### config.mk
export PLATFORM = sky130hd
export DESIGN_NAME = mbe_queue
export DESIGN_NICKNAME = d
export VERILOG_FILES = /design/src/hdl/mbe_pkg.sv /design/src/hdl/mbe_queue.sv
export SDC_FILE = /design/constraint.sdc
export NUM_CORES = 1
export LEC_CHECK = 0
export BUFFER_PORTS_ARGS = -buffer_cell sky130_fd_sc_hd__buf_4
export CORE_MARGIN = 1
export CORE_UTILIZATION = 30
export DETAILED_ROUTE_END_ITERATION = 12
export SLEW_MARGIN = 20
export SYNTH_ARGS = -nofsm -noshare
export SYNTH_HDL_FRONTEND = slang
export SYNTH_SLANG_ARGS = --single-unit
### constraint.sdc
create_clock -name clk_i -period 4.45 [get_ports clk_i]
set_input_delay 0.89 -clock clk_i [delete_from_list [all_inputs] [get_ports clk_i]]
set_output_delay 0.89 -clock clk_i [all_outputs]
set_load 0.03 [all_outputs]
### src/hdl/mbe_pkg.sv
package mbe_pkg;

  // Image bounds; an index at or beyond them is clamped to the last column or row
  localparam int MaxColumns = 4096;
  localparam int MaxRows    = 4096;

  // Depth of the job queue between front and back
  localparam int QueueDepth = 2;

  // Configuration register indexes
  localparam logic [2:0] RegXOrigin   = 3'd0;
  localparam logic [2:0] RegYOrigin   = 3'd1;
  localparam logic [2:0] RegXStep     = 3'd2;
  localparam logic [2:0] RegYStep     = 3'd3;
  localparam logic [2:0] RegIterLimit = 3'd4;
  localparam logic [2:0] RegEscLimit  = 3'd5;
  localparam logic [2:0] RegColor     = 3'd6;

  // Input word: one pixel
  typedef struct packed {
    logic [11:0] column;
    logic [11:0] row;
  } pix_in_t;

  // Output word: one result
  typedef struct packed {
    logic [15:0] iteration_count;
    logic        inside_set;
    logic [7:0]  red;
    logic [7:0]  green;
    logic [7:0]  blue;
  } pix_out_t;

  // Configuration register file
  typedef struct packed {
    logic signed [31:0] x_origin;
    logic signed [31:0] y_origin;
    logic [30:0]        x_step;
    logic [30:0]        y_step;
    logic [15:0]        iteration_limit;
    logic [31:0]        escape_limit_sq;
    logic [23:0]        escape_color;
  } cfg_t;

  // Mapped point handed from front to back
  typedef struct packed {
    logic signed [31:0] cx;
    logic signed [31:0] cy;
  } job_t;

  // Queue handshake toward either side
  typedef struct packed {
    logic full;
    logic empty;
  } q_status_t;

endpackage

### src/hdl/mbe_queue.sv
module mbe_queue import mbe_pkg::*; (
  input  logic      clk_i,
  input  logic      rst_ni,
  input  logic      push_i,
  input  job_t      job_i,
  input  logic      pop_i,
  output job_t      job_o,
  output q_status_t status_o
);

  localparam int PtrW = (QueueDepth > 1) ? $clog2(QueueDepth) : 1;
  localparam int CntW = $clog2(QueueDepth + 1);

  job_t            mem_q [QueueDepth];
  logic [PtrW-1:0] wr_ptr_q, rd_ptr_q;
  logic [CntW-1:0] count_q;

  assign status_o.full  = (count_q == CntW'(QueueDepth));
  assign status_o.empty = (count_q == '0);
  assign job_o          = mem_q[rd_ptr_q];

  // Advance pointers and fill level
  always_ff @(posedge clk_i or negedge rst_ni) begin
    if (!rst_ni) begin
      wr_ptr_q <= '0;
      rd_ptr_q <= '0;
      count_q  <= '0;
    end else begin
      if (push_i) begin
        wr_ptr_q <= (wr_ptr_q == PtrW'(QueueDepth - 1)) ? '0 : wr_ptr_q + 1'b1;
      end
      if (pop_i) begin
        rd_ptr_q <= (rd_ptr_q == PtrW'(QueueDepth - 1)) ? '0 : rd_ptr_q + 1'b1;
      end
      if (push_i && !pop_i) begin
        count_q <= count_q + 1'b1;
      end else if (pop_i && !push_i) begin
        count_q <= count_q - 1'b1;
      end
    end
  end

  // Store the pushed word
  always_ff @(posedge clk_i) begin
    if (push_i) mem_q[wr_ptr_q] <= job_i;
  end

endmodule

### After elaboration in Yosys (flattened, before gate mapping)

Memory sizes are Yosys's and may differ from the RTL's.
Cells that the tools add are included.

| operators by class | value |
|---|---|
| add/sub/neg operators | 4 |
| eq/ne operators | 1 |
| multiplexer cells | 6 |
| reductions and logical operators | 6 |

Operators by type and width:

| cell | number |
|---|---|
| $mux 1 | 4 |
| $mux 2 | 2 |
| $add 1x1->1 const B | 2 |
| $add 2x1->2 const B | 1 |
| $eq 2x2->1 const B | 1 |
| $logic_and 1x1->1 | 2 |
| $logic_not 1->1 | 2 |
| $logic_not 2->1 | 1 |
| $reduce_bool 2->1 | 1 |
| $sub 2x1->2 const B | 1 |

| word-level totals | value |
|---|---|
| register bits | 4 |
| bits in writable memories | 128 |
| output and inout port bits | 66 |
| word-level logic and storage cells | 21 |
| memories kept | 1 |

Memories:

| name | depth | bits a word | read ports | clocked after memory_dff | wr ports | line | RTL |
|---|---|---|---|---|---|---|---|
| mem_q | 2 | 64 | 1 | 0 | 1 | mbe_queue.sv:14 | `job_t mem_q [QueueDepth];` |

### Logic depth before layout (Yosys ltp)

| logic depth | value |
|---|---|
| depth after elaboration | 4 |
| gate-level depth with buffers | 5 |

### Worst setup path before layout

No wires, ideal clock.

| timing path | value |
|---|---|
| kind | input port to flip-flop |
| from | input port push_i |
| to | memory mem_q[0][0] (netlist name), enable pin |
| arrival | 3.704 ns |
| slack | 0.252 ns |
| stages on the path | 1 |
| cell sequence | nor2b_1 |

| between the ends | value |
|---|---|
| longest elaborated chain between the ends | 2 |

Ends and longest elaborated chain:

| what | line | RTL |
|---|---|---|
| from (decl) | mbe_queue.sv:4 | `input logic push_i,` |
| $mux 1 | mbe_queue.sv:45 | `if (push_i) mem_q[wr_ptr_q] <= job_i;` |
| $mux 1 (not written as such) | mbe_queue.sv:45 |  |
| to (decl) | mbe_queue.sv:14 |  |

No other way between the ends.

==> results_dict.tcl <==
set metrics [dict create \
    yosysUniqueCellTypes 13 \
    reg2reg_depth 2 \
    timing.reg2reg.setup_slack_ps 2620 \
    fin_util 0.422 \
    count_of_unresolved_drc_violations_after_routing 0 \
    synth.top_cell.area_share 0.767 \
    postCtsResizedCells 0 \
    die_area_sq_um 17200 \
    p_sw_frac 0.326 \
    p_int_mw 3.20 \
    grt_util_all_layers 0.111 \
    grt_antenna_before_repair 0 \
    relative_contribution_of_the_clock_network_to_total_power 0.257 \
    total_leakage_power_nw 2.69 \
    overall_overflow_remaining_after_global_route 0 \
    numCtsBuffers 17 \
    max_cap_viol_count 0 \
    timing.critical_path.from "rd_ptr_q$_DFFE_PN0P_" \
    worst_skew_pair.late_latency_ps 410 \
    io_pins 134 \
    netlist.top_cell.by_area "edfxtp_1" \
    ys_top_cells_by_area "edfxtp_1 77%, mux2_4 15%, mux2_2 3.1%" \
    post_route_cells_drive_above_1_share 0.607 \
    worstMarginPinSlew_ps 915 \
    drt-vias-per-instance 4.07 \
    final_nets 433 \
    mappedNetlistNets 284 \
    area_growth_syn_to_layout_pct 35.8 \
    drt_pass1_iterations 4 \
    hold_path_class "primary input to async pin" \
    synth_cells 215 \
    start_util 0.311 \
    finalHoldViolations 0 \
    global_placer_s_final_weighted_congestion 0.654 \
    clock_tree_from_tritoncts "done" \
    share_of_total_power_in_sequential_cells 0.377 \
    vdd.ir_drop.worst_mv 0.295 \
    final_cycle_utilization_of_the_critical_path 0.681 \
    setup_tns_ps 0 \
    p_per_area_nw_per_um2 698 \
    clk_pin_slew_worst_paths_ps 50 \
    cp-end-kind "output port" \
    cts.sink_count 132 \
    detailroute.via_count 2415 \
    post_cts.repair.setup_buffers 0 \
    slew-limit-headroom 0.389 \
    dpl_wire_length_mm 5.66 \
    outcome "completed" \
    mostFrequentLayoutCell "buf_4" \
    rr_startpoint "wr_ptr_q$_DFFE_PN0P_" \
    grt_pass1_vias 2655 \
    insertedDiodeCount 0 \
    worst-setup-path-type "register to output port" \
    post_synthesis_register_bit_count 132 \
    dieWidth_microns 131 \
    rsz0062_at_grt "no" \
    number_of_filler_instances_in_the_final_layout 1476 \
    finalHoldWorstSlack_ps 271 \
    power_switching_mw 1.55 \
    postPlaceCellArea_sq_um 6260 \
    placement_rows 46 \
    fin_crit_ps 3030 \
    required_time_reported_for_the_critical_path_endpoint_ps 3560 \
    design.core.area_sq_um 16100 \
    final_setup_violating_endpoints 0 \
    grt_pass1_wl_mm 14.2 \
    cts_buffer_depth 2 \
    yosysWarningCount 0 \
    most_used_cells_in_the_layout_excluding_fill_and_tap_cells "135 x buf_4, 128 x edfxtp_1, 50 x mux2_4" \
    die-height_microns 131 \
    maximum_clock_frequency_ghz 0.330 \
    worst_clock_skew_ps 4.03 \
    maxSlewViolCount 0 \
    grt_max_degree 65 \
    regToRegEndpoint "mem_q[0][36]$_DFFE_PP_" \
    final_antenna_net_count 0 \
    cp_max_fo 33 \
    critical_path.startpoint_type "register" \
    port_buffers 133 \
    cts.hold.buffers_added 0 \
    avgRoutedWirePerCell_microns 15.4 \
    drt_iter0_drc 107 \
    totalWireLength_mm 9.10 \
    power.share.combinational 0.366 \
    mappedNetlistArea_sq_um 5010 \
    post_synth.cell_area_avg_sq_um 23.3 \
    root_buffer "clkbuf_16" \
    cp_data_arrival_time_ps 2140 \
    synth-seq-area-share 0.787 \
    clock_tree.htree_level_count 4 \
    stdcell_area_sq_um 6800 \
]
area by class of cell:
class | instances | area [sq um] | share of cell area
clock buffers | 27 | 493 | 0.0725
inverters | 1 | 3.75 | 0.000552
clock inverters | 5 | 27.5 | 0.00405
repair buffers | 137 | 1060 | 0.156
multi-input cells | 75 | 1000 | 0.147
flip-flops and latches | 132 | 3950 | 0.580
well taps | 216 | 270 | 0.0397
routing by layer:
metal	vias to the layer above	part of all wire	track usage	routed length, microns
li1	1147	-	-	-
met1	1175	0.41	0.121	3760
met2	83	0.51	0.185	4610
met3	10	0.067	0.0521	613
met4	0	0.013	0.0451	118
met5	-	0	0	0
Yosys cell counts (all sizes together):
| library cell | instances |
|---|---|
| xnor2 | 1 |
| ha | 1 |
| edfxtp | 128 |
| buf | 7 |
| nor2 | 2 |
| dfrtp | 4 |
| and2 | 1 |
| mux2 | 64 |
| xor2 | 4 |
| nor2b | 2 |
| inv | 1 |
power by group through the flow:
stage                     sequential, mW  combinational, mW  clock, mW
final                               1.79               1.74       1.22
after global routing                1.82               1.83       1.32
after CTS                           1.88               1.68       1.26
after detailed placement            1.90               1.67          0
after global placement              1.89               1.67          0
after floorplan                     1.74               1.28          0
logic make-up (layout without fill, tap and decap cells):
group                      count (synthesis)  in the layout  synth area share
xor gates and xnor gates                   5              5           0.00874
DFF                                      132            132             0.787
buffers and inverters                      8            170            0.0152
and+or+nand+nor                            5              5           0.00524
adders and majority gates                  1              1           0.00250
muxes                                     64             64             0.181
per-stage QoR:
step / power, mW / instances / worst slack (ps)
4_1_cts: 4.81 / 592 / 1160
3_5_place_dp: 3.57 / 560 / 1620
6_report: 4.75 / 593 / 1420
3_3_place_gp: 3.56 / 560 / 1630
2_1_floorplan: 3.02 / 215 / 252
5_1_grt: 4.97 / 593 / 1300
flip-flops by register name, summed over array words and instances, names as in the netlist:
| signal | flops |
|---|---|
| count_q | 2 |
| wr_ptr_q | 1 |
| mem_q | 128 |
| rd_ptr_q | 1 |
critical path, stage by stage (launching register included):
cell and delay [ps]:
dfrtp_4 760, buf_16 300, buf_4 190, mux2_4 300, buf_4 170
worst max path at each step:
stage / endpoint / slack, ps / cells past startpoint
after global placement: job_o[20] / 1630 / 3
after detailed placement: job_o[18] / 1620 / 3
after floorplan: mem_q[0][0]$_DFFE_PP_ / 250 / 1
after global routing: job_o[18] / 1300 / 4
after CTS: job_o[18] / 1160 / 3
final: job_o[18] / 1420 / 4
(Power assumes the default switching activity.)
