`src/hdl/mbe_pkg.sv`:
```
package mbe_pkg;

  // Image bounds; an index at or beyond them is clamped to the last column or row
  localparam int MaxColumns = 4096;
  localparam int MaxRows    = 4096;

  // Depth of the job queue between front and back
  localparam int QueueDepth = 2;

  // Configuration register indexes
  localparam logic [2:0] RegXOrigin   = 3'd0;
  localparam logic [2:0] RegYOrigin   = 3'd1;
  localparam logic [2:0] RegXStep     = 3'd2;
  localparam logic [2:0] RegYStep     = 3'd3;
  localparam logic [2:0] RegIterLimit = 3'd4;
  localparam logic [2:0] RegEscLimit  = 3'd5;
  localparam logic [2:0] RegColor     = 3'd6;

  // Input word: one pixel
  typedef struct packed {
    logic [11:0] column;
    logic [11:0] row;
  } pix_in_t;

  // Output word: one result
  typedef struct packed {
    logic [15:0] iteration_count;
    logic        inside_set;
    logic [7:0]  red;
    logic [7:0]  green;
    logic [7:0]  blue;
  } pix_out_t;

  // Configuration register file
  typedef struct packed {
    logic signed [31:0] x_origin;
    logic signed [31:0] y_origin;
    logic [30:0]        x_step;
    logic [30:0]        y_step;
    logic [15:0]        iteration_limit;
    logic [31:0]        escape_limit_sq;
    logic [23:0]        escape_color;
  } cfg_t;

  // Mapped point handed from front to back
  typedef struct packed {
    logic signed [31:0] cx;
    logic signed [31:0] cy;
  } job_t;

  // Queue handshake toward either side
  typedef struct packed {
    logic full;
    logic empty;
  } q_status_t;

endpackage

```
`src/hdl/mbe_front.sv`:
```
module mbe_front import mbe_pkg::*; (
  input  logic      clk_i,
  input  logic      rst_ni,
  input  cfg_t      cfg_i,
  input  logic      start_i,
  input  pix_in_t   pixel_i,
  output logic      busy_o,
  input  q_status_t q_status_i,
  output logic      push_o,
  output job_t      job_o
);

  localparam logic [1:0] FIdle = 2'd0;
  localparam logic [1:0] FMulX = 2'd1;
  localparam logic [1:0] FMulY = 2'd2;
  localparam logic [1:0] FPush = 2'd3;

  logic [1:0]         state_q, state_d;
  logic [11:0]        col_q, col_d, row_q, row_d;
  logic [42:0]        prod_q, prod_d;
  logic signed [31:0] cx_q, cx_d;
  logic [11:0]        mul_a;
  logic [30:0]        mul_b;
  logic signed [44:0] cxw, cyw;
  logic [45:0]        cy_mag;
  logic               snap;
  logic signed [31:0] cy_sat;

  // Clamp indexes beyond the image
  always_comb begin
    col_d = col_q;
    row_d = row_q;
    if (state_q == FIdle) begin
      col_d = (32'(pixel_i.column) >= 32'(MaxColumns)) ? 12'(MaxColumns - 1) : pixel_i.column;
      row_d = (32'(pixel_i.row) >= 32'(MaxRows)) ? 12'(MaxRows - 1) : pixel_i.row;
    end
  end

  // Share one index-times-step multiplier between the two axes
  assign mul_a  = (state_q == FMulX) ? col_q : row_q;
  assign mul_b  = (state_q == FMulX) ? cfg_i.x_step : cfg_i.y_step;
  assign prod_d = 43'(mul_a) * 43'(mul_b);

  // Form both coordinates at full width
  assign cxw = $signed({2'b00, prod_q}) + 45'(cfg_i.x_origin);
  assign cyw = $signed({2'b00, prod_q}) + 45'(cfg_i.y_origin);

  // Snap the imaginary part to zero when within half a row step
  assign cy_mag = cyw[44] ? 46'(-cyw) : 46'(cyw);
  assign snap   = {cy_mag, 1'b0} < 47'(cfg_i.y_step);

  // Saturate to 32 bit signed
  always_comb begin
    if ((cxw[44:31] == '0) || (cxw[44:31] == '1)) begin
      cx_d = cxw[31:0];
    end else begin
      cx_d = cxw[44] ? 32'sh8000_0000 : 32'sh7fff_ffff;
    end
    if (snap) begin
      cy_sat = '0;
    end else if ((cyw[44:31] == '0) || (cyw[44:31] == '1)) begin
      cy_sat = cyw[31:0];
    end else begin
      cy_sat = cyw[44] ? 32'sh8000_0000 : 32'sh7fff_ffff;
    end
  end

  // Sequence: accept, multiply column, multiply row, push
  always_comb begin
    state_d = state_q;
    case (state_q)
      FIdle: if (start_i) state_d = FMulX;
      FMulX: state_d = FMulY;
      FMulY: state_d = FPush;
      FPush: if (!q_status_i.full) state_d = FIdle;
      default: state_d = FIdle;
    endcase
  end

  always_ff @(posedge clk_i or negedge rst_ni) begin
    if (!rst_ni) begin
      state_q <= FIdle;
    end else begin
      state_q <= state_d;
    end
  end

  // Payload registers: hold the product while waiting for queue space
  always_ff @(posedge clk_i) begin
    col_q <= col_d;
    row_q <= row_d;
    if (state_q == FMulX || state_q == FMulY) prod_q <= prod_d;
    if (state_q == FMulY) cx_q <= cx_d;
  end

  assign busy_o   = (state_q != FIdle);
  assign push_o   = (state_q == FPush) && !q_status_i.full;
  assign job_o.cx = cx_q;
  assign job_o.cy = cy_sat;

endmodule

```
`config.mk`:
```
export PLATFORM = sky130hd
export DESIGN_NAME = mbe_front
export DESIGN_NICKNAME = d
export VERILOG_FILES = /design/src/hdl/mbe_pkg.sv /design/src/hdl/mbe_front.sv
export SDC_FILE = /design/constraint.sdc
export NUM_CORES = 1
export LEC_CHECK = 0
export CAP_MARGIN = 5
export CORE_AREA = 4 4 229 231
export CTS_CLUSTER_DIAMETER = 80
export DETAILED_ROUTE_END_ITERATION = 16
export DIE_AREA = 0 0 233 235
export DONT_BUFFER_PORTS = 1
export GPL_TIMING_DRIVEN = 0
export PLACE_DENSITY = 0.69
export SLEW_MARGIN = 20
export SYNTH_ARGS = -nofsm -noshare
export SYNTH_HDL_FRONTEND = slang
export SYNTH_SLANG_ARGS = --single-unit
```
`constraint.sdc`:
```
create_clock -name clk_i -period 19 [get_ports clk_i]
set_clock_uncertainty 0.2 [all_clocks]
set_input_delay 5.7 -clock clk_i [delete_from_list [all_inputs] [get_ports clk_i]]
set_output_delay 5.7 -clock clk_i [all_outputs]
set_load 0.05 [all_outputs]
```
# Yosys cells after proc, flatten, opt, wreduce, memory -nomap -nowiden
# Cells that the tools add are included.
# op_classes
n_addsub,3
n_mul,1
magnitude_cmp,1
n_eq_ne,7
n_mux,11
n_reduce_logical,10
# ops
operator,count
$mux W32,5
$add A44 B32 Y45,2
$lt A47 B31 Y1,1
$mux W46,1
$neg A45 Y46,1
$mul A12 B31 Y43,1
$mux W31,1
$eq A14 B14 Y1 const B,2
$logic_not A14 Y1,2
$mux W12,1
$pmux W2 S4,1
$eq A2 B2 Y1 const B,2
$mux W2,2
$ne A2 B2 Y1 const B,2
$logic_or A1 B1 Y1,3
$eq A2 B1 Y1 const B,1
$logic_not A2 Y1,1
$reduce_and A2 Y1,1
$reduce_bool A2 Y1,1
$logic_and A1 B1 Y1,1
$logic_not A1 Y1,1
# word_totals
register_bits,101
inputBits,227
output_inout_bits,66

# Longest topological paths before layout
# Gate-level depths: netlist of run 1.
# logic_depth
word_depth,5
mapped_depth,32
depth_no_buf,30

# Worst setup path before layout of run 1
# Ideal clock, no wire load.
# synth_path
path_kind,input -> output
from,input port cfg_i[134] (netlist bit)
to,output port job_o[22] (netlist bit)
arrival_ps,11667
required_ps,13100
path_slack_ps,1433
path_stages,32
n_path_buf,4
path_cell_list,ha_1 > inv_1 > fa_1 > nor2b_2 > o211ai_1 > a21oi_1 > o21ai_1 > o21ai_2 > a211oi_1 > o21ai_0 > xnor2_1 > clkbuf_1 > clkbuf_1 > a21oi_1 > xor2_1 > ha_1 > a21o_1 > a21o_1 > a21o_1 > a21o_1 > a21o_1 > a21o_1 > a221o_1 > a31oi_1 > o31ai_1 > nor4b_1 > nand4_1 > a211oi_1 > and4_1 > buf_4 > buf_6 > nor2_1
# synth_lines
item,line_no,text
start: declaration,mbe_front.sv:4,"input cfg_t cfg_i,"
end: declaration,mbe_front.sv:10,output job_t job_o

==> summary.txt, run 1 <==
Die
  – Die X: 233 µm
  – Starting density of the core: 45.05%
  – Die height: 235 µm
  – Die area: 0.05476 mm²
  – Number of top-level pins: 293
  – Placement Rows: 82
  – Core area: 0.05007 mm²

STA
  – Relative slew slack: 26.88%
  – Hold Violations, Final: 0
  – Max Clock Freq: 53.55 MHz
  – Final min period: 18.67 ns
  – Final period utilization: 98.29%
  – Final setup vio count: 0
  – Worst slew pin tran: 1.066 ns
  – RSZ-0062 raised after global routing: false
  – Count of final max-slew check failures: 0
  – Hold slack: 0.4867 ns

Synthesis
  – Top cell type's share of synthesized area: 25.91%
  – Synth top area cells: fa_1 (26%), edfxtp_1 (13%), ha_1 (11%), inv_1 (6.5%), nand2_1 (6.2%)
  – Mean Syn Cell Area: 8.411 µm²
  – Top post-synthesis cells by count: inv_1 (391), nand2_1 (375), fa_1 (292), ha_1 (206), nor2_1 (206)
  – Mapped Cells: 2682
  – Cell Area, Synth: 0.02256 mm²
  – Main synth FF type: edfxtp_1
  – Ys Warns: 0
  – Syn_nets: 3407
  – Flip-flop and latch count after synthesis: 101
  – Synth area leader: fa_1
  – Post-synth ARST share: 1.980%
  – Synth unique cells: 90
  – Most frequent cell after synthesis: inv_1
  – Seq/Total Area, Yosys: 13.40%
  – Post-synth EDFFs: 99

Worst setup path
  – CP delay by family, top: compound AO/OA/AOI/OAI gates
  – Arr. time, crit path: 12.77 ns
  – Worst Path Class, Setup: in2out
  – CP most frequent cell: a21o_1
  – R2r worst-path depth: 27
  – CP peak stage delay: 0.41 ns
  – Critical path depth: 32
  – Largest fanout on the critical path: 10
  – Worst setup EP type: output port
  – Worst path bufs/invs: 5
  – Slowest CP cell: fa_1
  – Critical Path Source Type: primary input
  – Worst path required time: 13.10 ns

Layout
  – Ratio of cells with drive above 1 in the final layout: 4.068%
  – Fillers: 4878
  – Multi-input gate area: 0.01769 mm²
  – Non-Filler Instances: 3380
  – P&R area growth vs syn: 5.685%
  – Nets@finish: 3424
  – Register area: 0.003023 mm²

Clock tree
  – TritonCTS clock tree: done
  – Latest clock arrival within the worst-skew pair: 0.38 ns
  – # hold bufs at CTS: 0
  – Clk sinks: 101
  – Root Buffer: clkbuf_16
  – CTS max path bufs: 2
  – Num CTS Buffers: 9
  – H-tree levels: 3
  – Reg clk slew, reported paths: 0.07 ns

Run
  – Max-cap violations: 0

Route
  – Routed wire length: 73.04 mm
  – ANT nets after route: 0
  – DR pass1 iterations: 5
  – WL per Instance: 21.61 µm
  – DRC: 0
  – Initial DRC count: 1331
  – Vias per Instance: 5.772
  – Vias: 19.51k

GRT
  – First-pass GRT wire length: 112.4 mm
  – Initial antenna violation count: 3
  – Number of global-route vias before repair: 19.86k
  – Largest net degree at the start of global routing: 35
  – Overflow after GRT: 0
  – Gr usage total: 26.31%

Outcome
  – Status: finished, final reports clean

Place
  – Port Buf Inserts: 0
  – RD Place Congestion: 0.9953
  – Placed insts: 3355
  – DP Wirelength: 62.82 mm

Worst hold path
  – Type of the worst min-delay path: reg2reg
  – WHS Path Cells: 2
-- cells by family after synthesis --
| family | after synthesis | synth area share [%] |
|---|---|---|
| xor gates and xnor gates | 140 | 5.436 |
| DFF | 101 | 13.40 |
| AOI/OAI and AO/OA | 588 | 16.88 |
| and+or+nand+nor | 841 | 17.25 |
| buffers and inverters | 486 | 8.375 |
| adders and majority gates | 498 | 37.34 |
| muxes | 28 | 1.320 |
-- worst min-delay path, cell delays in order (launching register included) --
cell and delay (ns):
dfrtp_1 0.38, inv_1 0.11, o21ai_0 0.16
-- layer usage --
layer / wire [µm] / vias up / GRT usage, %
met5: 0 / - / 0
met4: 3517 / 0 / 11.43
met3: 6381 / 139 / 6.420
met2: 33100 / 813 / 42.25
met1: 30040 / 9547 / 33.75
li1: - / 9009 / -
-- metrics by stage --
step	worst slack, ns	TNS, ns	utilization, %	cell area (µm²)
after global routing	0.01118	0	47.61	23840
after floorplan	1.433	0	-	22560
final	0.3256	0	47.62	23840
after global placement	-0.5567	-13.43	46.73	23400
after CTS	0.1083	0	47.49	23780
after detailed placement	-0.5774	-13.51	46.78	23420
-- area by class of cell --
| cell class | instances | share of cell area [%] |
|---|---|---|
| tap | 672 | 3.527 |
| timing repair buffer | 6 | 0.2414 |
| clock buffer | 11 | 1.060 |
| sequential | 101 | 12.68 |
| inverter | 391 | 6.156 |
| antenna | 4 | 0.04199 |
| multi-input combinational | 2095 | 74.22 |
| buffer | 95 | 1.805 |
| clock inverter | 5 | 0.2729 |
-- repair_timing --
action	4_1_cts	5_1_grt
endpoints found under the setup margin	32	32
gates resized for setup	14	5
pin swaps	0	1
buffers inserted	0	5
-- sequential cells by signal, summed over array words and instances, names as in the netlist --
name,cells
prod_q,43
row_q,12
cx_q,32
col_q,12
state_q,2
-- worst paths after layout --
path | start | endpoint | slack [ns]
worst max-delay path | cfg_i[134] | job_o[18] | 0.33
worst min-delay path | state_q[1]$_DFFE_PN0P_ | state_q[1]$_DFFE_PN0P_ | 0.49
min in group asynchronous | rst_ni | state_q[1]$_DFFE_PN0P_ | 4.80
worst min register to register | state_q[1]$_DFFE_PN0P_ | state_q[1]$_DFFE_PN0P_ | 0.49
max in group asynchronous | rst_ni | state_q[0]$_DFFE_PN0P_ | 13.73
worst max register to register | state_q[1]$_DFFE_PN0P_ | prod_q[39]$_DFFE_PP_ | 9.40
-- cells in the final DEF, fill, tap and decap left out, drive strengths merged, types with 7 or more instances in the layout --
master	count
inv	393
nand2	377
fa	292
ha	206
nor2	206
a21oi	181
o21ai	121
edfxtp	99
a21o	89
xnor2	84
clkbuf	80
xor2	56
o21a	42
nor3	42
and2	38
buf	32
nand2b	27
nand3	25
nand4	25
a211oi	23
nor2b	21
a31oi	20
and3	17
mux2i	14
o211ai	14
mux2	14
and4	13
nor4	13
a211o	11
or3	11
o31ai	8
or2	8
o21bai	7
a221o	7
Power of run 1 is not shown: default switching activity piles up to over one toggle a cycle in this logic, so the estimate is an artifact.
==> inputs of run 2 (changes only) <==
- RECOVER_POWER: unset -> 25
==> run 2 against run 1 <==
Sequential cell count did not move. Die area unchanged. Final cell count unchanged. Sequential share of layout area barely moved. Critical path depth unchanged. Register-to-register slack better by 0.04 ns. The run now ends with capacitance limit, slew limit left. Count of clock-buffer cells in the layout did not move. Core utilization is essentially flat. Worst hold slack got worse by 0.0050 ns. First-iteration DRC count grew 1.4%. Routed wire length up 0.13%.
==> summary.txt, run 2 (synthesis results as in run 1) <==
Die
  – Number of top-level pins: 293
  – Placement Rows: 82
  – Die height: 235 µm
  – Die area: 0.05476 mm²
  – Starting density of the core: 45.05%
  – Core area: 0.05007 mm²
  – Die X: 233 µm

Route
  – Routed wire length: 73.13 mm
  – DR pass1 iterations: 5
  – ANT nets after route: 0
  – Vias per Instance: 5.772
  – DRC: 0
  – Initial DRC count: 1349
  – WL per Instance: 21.64 µm
  – Vias: 19.51k

Clock tree
  – H-tree levels: 3
  – Num CTS Buffers: 9
  – # hold bufs at CTS: 0
  – Latest clock arrival within the worst-skew pair: 0.38 ns
  – Root Buffer: clkbuf_16
  – CTS max path bufs: 2
  – Reg clk slew, reported paths: 0.07 ns
  – TritonCTS clock tree: done
  – Clk sinks: 101

GRT
  – Initial antenna violation count: 3
  – Gr usage total: 26.31%
  – First-pass GRT wire length: 112.4 mm
  – Largest net degree at the start of global routing: 35
  – Overflow after GRT: 0
  – Number of global-route vias before repair: 19.86k

Layout
  – Ratio of cells with drive above 1 in the final layout: 3.957%
  – Top flop regs: prod_q: 43 flops, cx_q: 32 flops
  – Layout Utilization: 47.57%
  – Largest register FFs: 43
  – Most frequent cells in the layout: inv_1 (391), nand2_1 (375), fa_1 (292)
  – Most common cell after layout, fill and taps aside: inv_1
  – Nets@finish: 3424
  – Finished Cell Area: 0.02382 mm²
  – Register with the most flip-flops: prod_q
  – P&R area growth vs syn: 5.591%

Worst setup path
  – CP peak stage delay: 0.41 ns
  – CP most frequent cell: a21o_1
  – Largest fanout on the critical path: 10
  – Worst path required time: 13.10 ns
  – R2r worst-path depth: 27
  – Slowest CP cell: fa_1
  – Worst setup EP type: output port
  – Critical Path Source Type: primary input
  – Worst Path Class, Setup: in2out
  – Arr. time, crit path: 12.77 ns

STA
  – Final period utilization: 98.25%
  – Count of final max-slew check failures: 35
  – Final min period: 18.67 ns
  – Relative slew slack: -21.85%
  – Worst slew pin tran: 1.828 ns
  – Final setup vio count: 0
  – RSZ-0062 raised after global routing: false
  – Max Clock Freq: 53.57 MHz
  – Hold Violations, Final: 0

Place
  – RD Place Congestion: 0.9953
  – DP Wirelength: 62.82 mm
  – DP Area: 0.02342 mm²
  – Port Buf Inserts: 0

Outcome
  – Status: finished, violations left
  – Failing checks: capacitance limit, slew limit

Run
  – Max-cap violations: 1

Worst hold path
  – WHS Path Cells: 2
  – Type of the worst min-delay path: reg2reg
-- run 2: stage by stage --
step,std cells,worst slack (ns),hold WS [ns],TNS [ns]
5_1_grt,3379,0.01118,0.5146,0
4_1_cts,3371,0.1083,0.4877,0
3_3_place_gp,3354,-0.5567,0.4384,-13.43
6_report,3380,0.3323,0.4816,0
2_1_floorplan,2682,1.433,0.3954,0
3_5_place_dp,3355,-0.5774,0.4657,-13.51
-- run 2: what timing repair did --
| item | in CTS | in global routing |
|---|---|---|
| buffers inserted | 0 | 5 |
| gates resized for setup | 14 | 5 |
| cloned | 0 | 0 |
| pin swaps | 0 | 1 |
| endpoints found under the setup margin | 32 | 32 |
-- run 2: worst paths after layout --
path | start | end | slack (ns)
min in group asynchronous | rst_ni | state_q[1]$_DFFE_PN0P_ | 4.80
max reg2reg | state_q[1]$_DFFE_PN0P_ | prod_q[39]$_DFFE_PP_ | 9.44
min | state_q[1]$_DFFE_PN0P_ | state_q[1]$_DFFE_PN0P_ | 0.48
max | cfg_i[134] | job_o[18] | 0.33
min reg2reg | state_q[1]$_DFFE_PN0P_ | state_q[1]$_DFFE_PN0P_ | 0.48
max in group asynchronous | rst_ni | state_q[0]$_DFFE_PN0P_ | 13.73
-- run 2: layout make-up --
| class | instances | area, µm² |
|---|---|---|
| multi-input cells | 2095 | 17690 |
| well taps | 672 | 840.8 |
| diodes | 4 | 10.01 |
| inverters | 391 | 1468 |
| flip-flops and latches | 101 | 3023 |
| repair buffers | 6 | 41.29 |
| fillers | 4880 | 26250 |
| plain buffers | 95 | 430.4 |
| clock buffers | 11 | 252.7 |
| clock inverters | 5 | 65.06 |
-- run 2: worst max-delay path: cells and delay by family --
family                   cells  cell delay (ns)
XOR/XNOR                     2             0.41
AND/OR/NAND/NOR              5             1.17
buffers and inverters        5             1.05
AO/OA/AOI/OAI               17             3.51
adder cells (fa/ha/maj)      3             0.90
-- run 2: routing by layer --
metal  track usage (%)  vias to the layer above  wire length (µm)  part of all wire (%)
met5                 0                        -                 0                     0
met4             11.43                        0              3483                   4.8
met3             6.420                      141              6520                   8.9
met1             33.75                     9476             30010                    41
li1                  -                     9019                 -                     -
met2             42.25                      872             33110                    45
Power of run 2 is left out for the same reason.
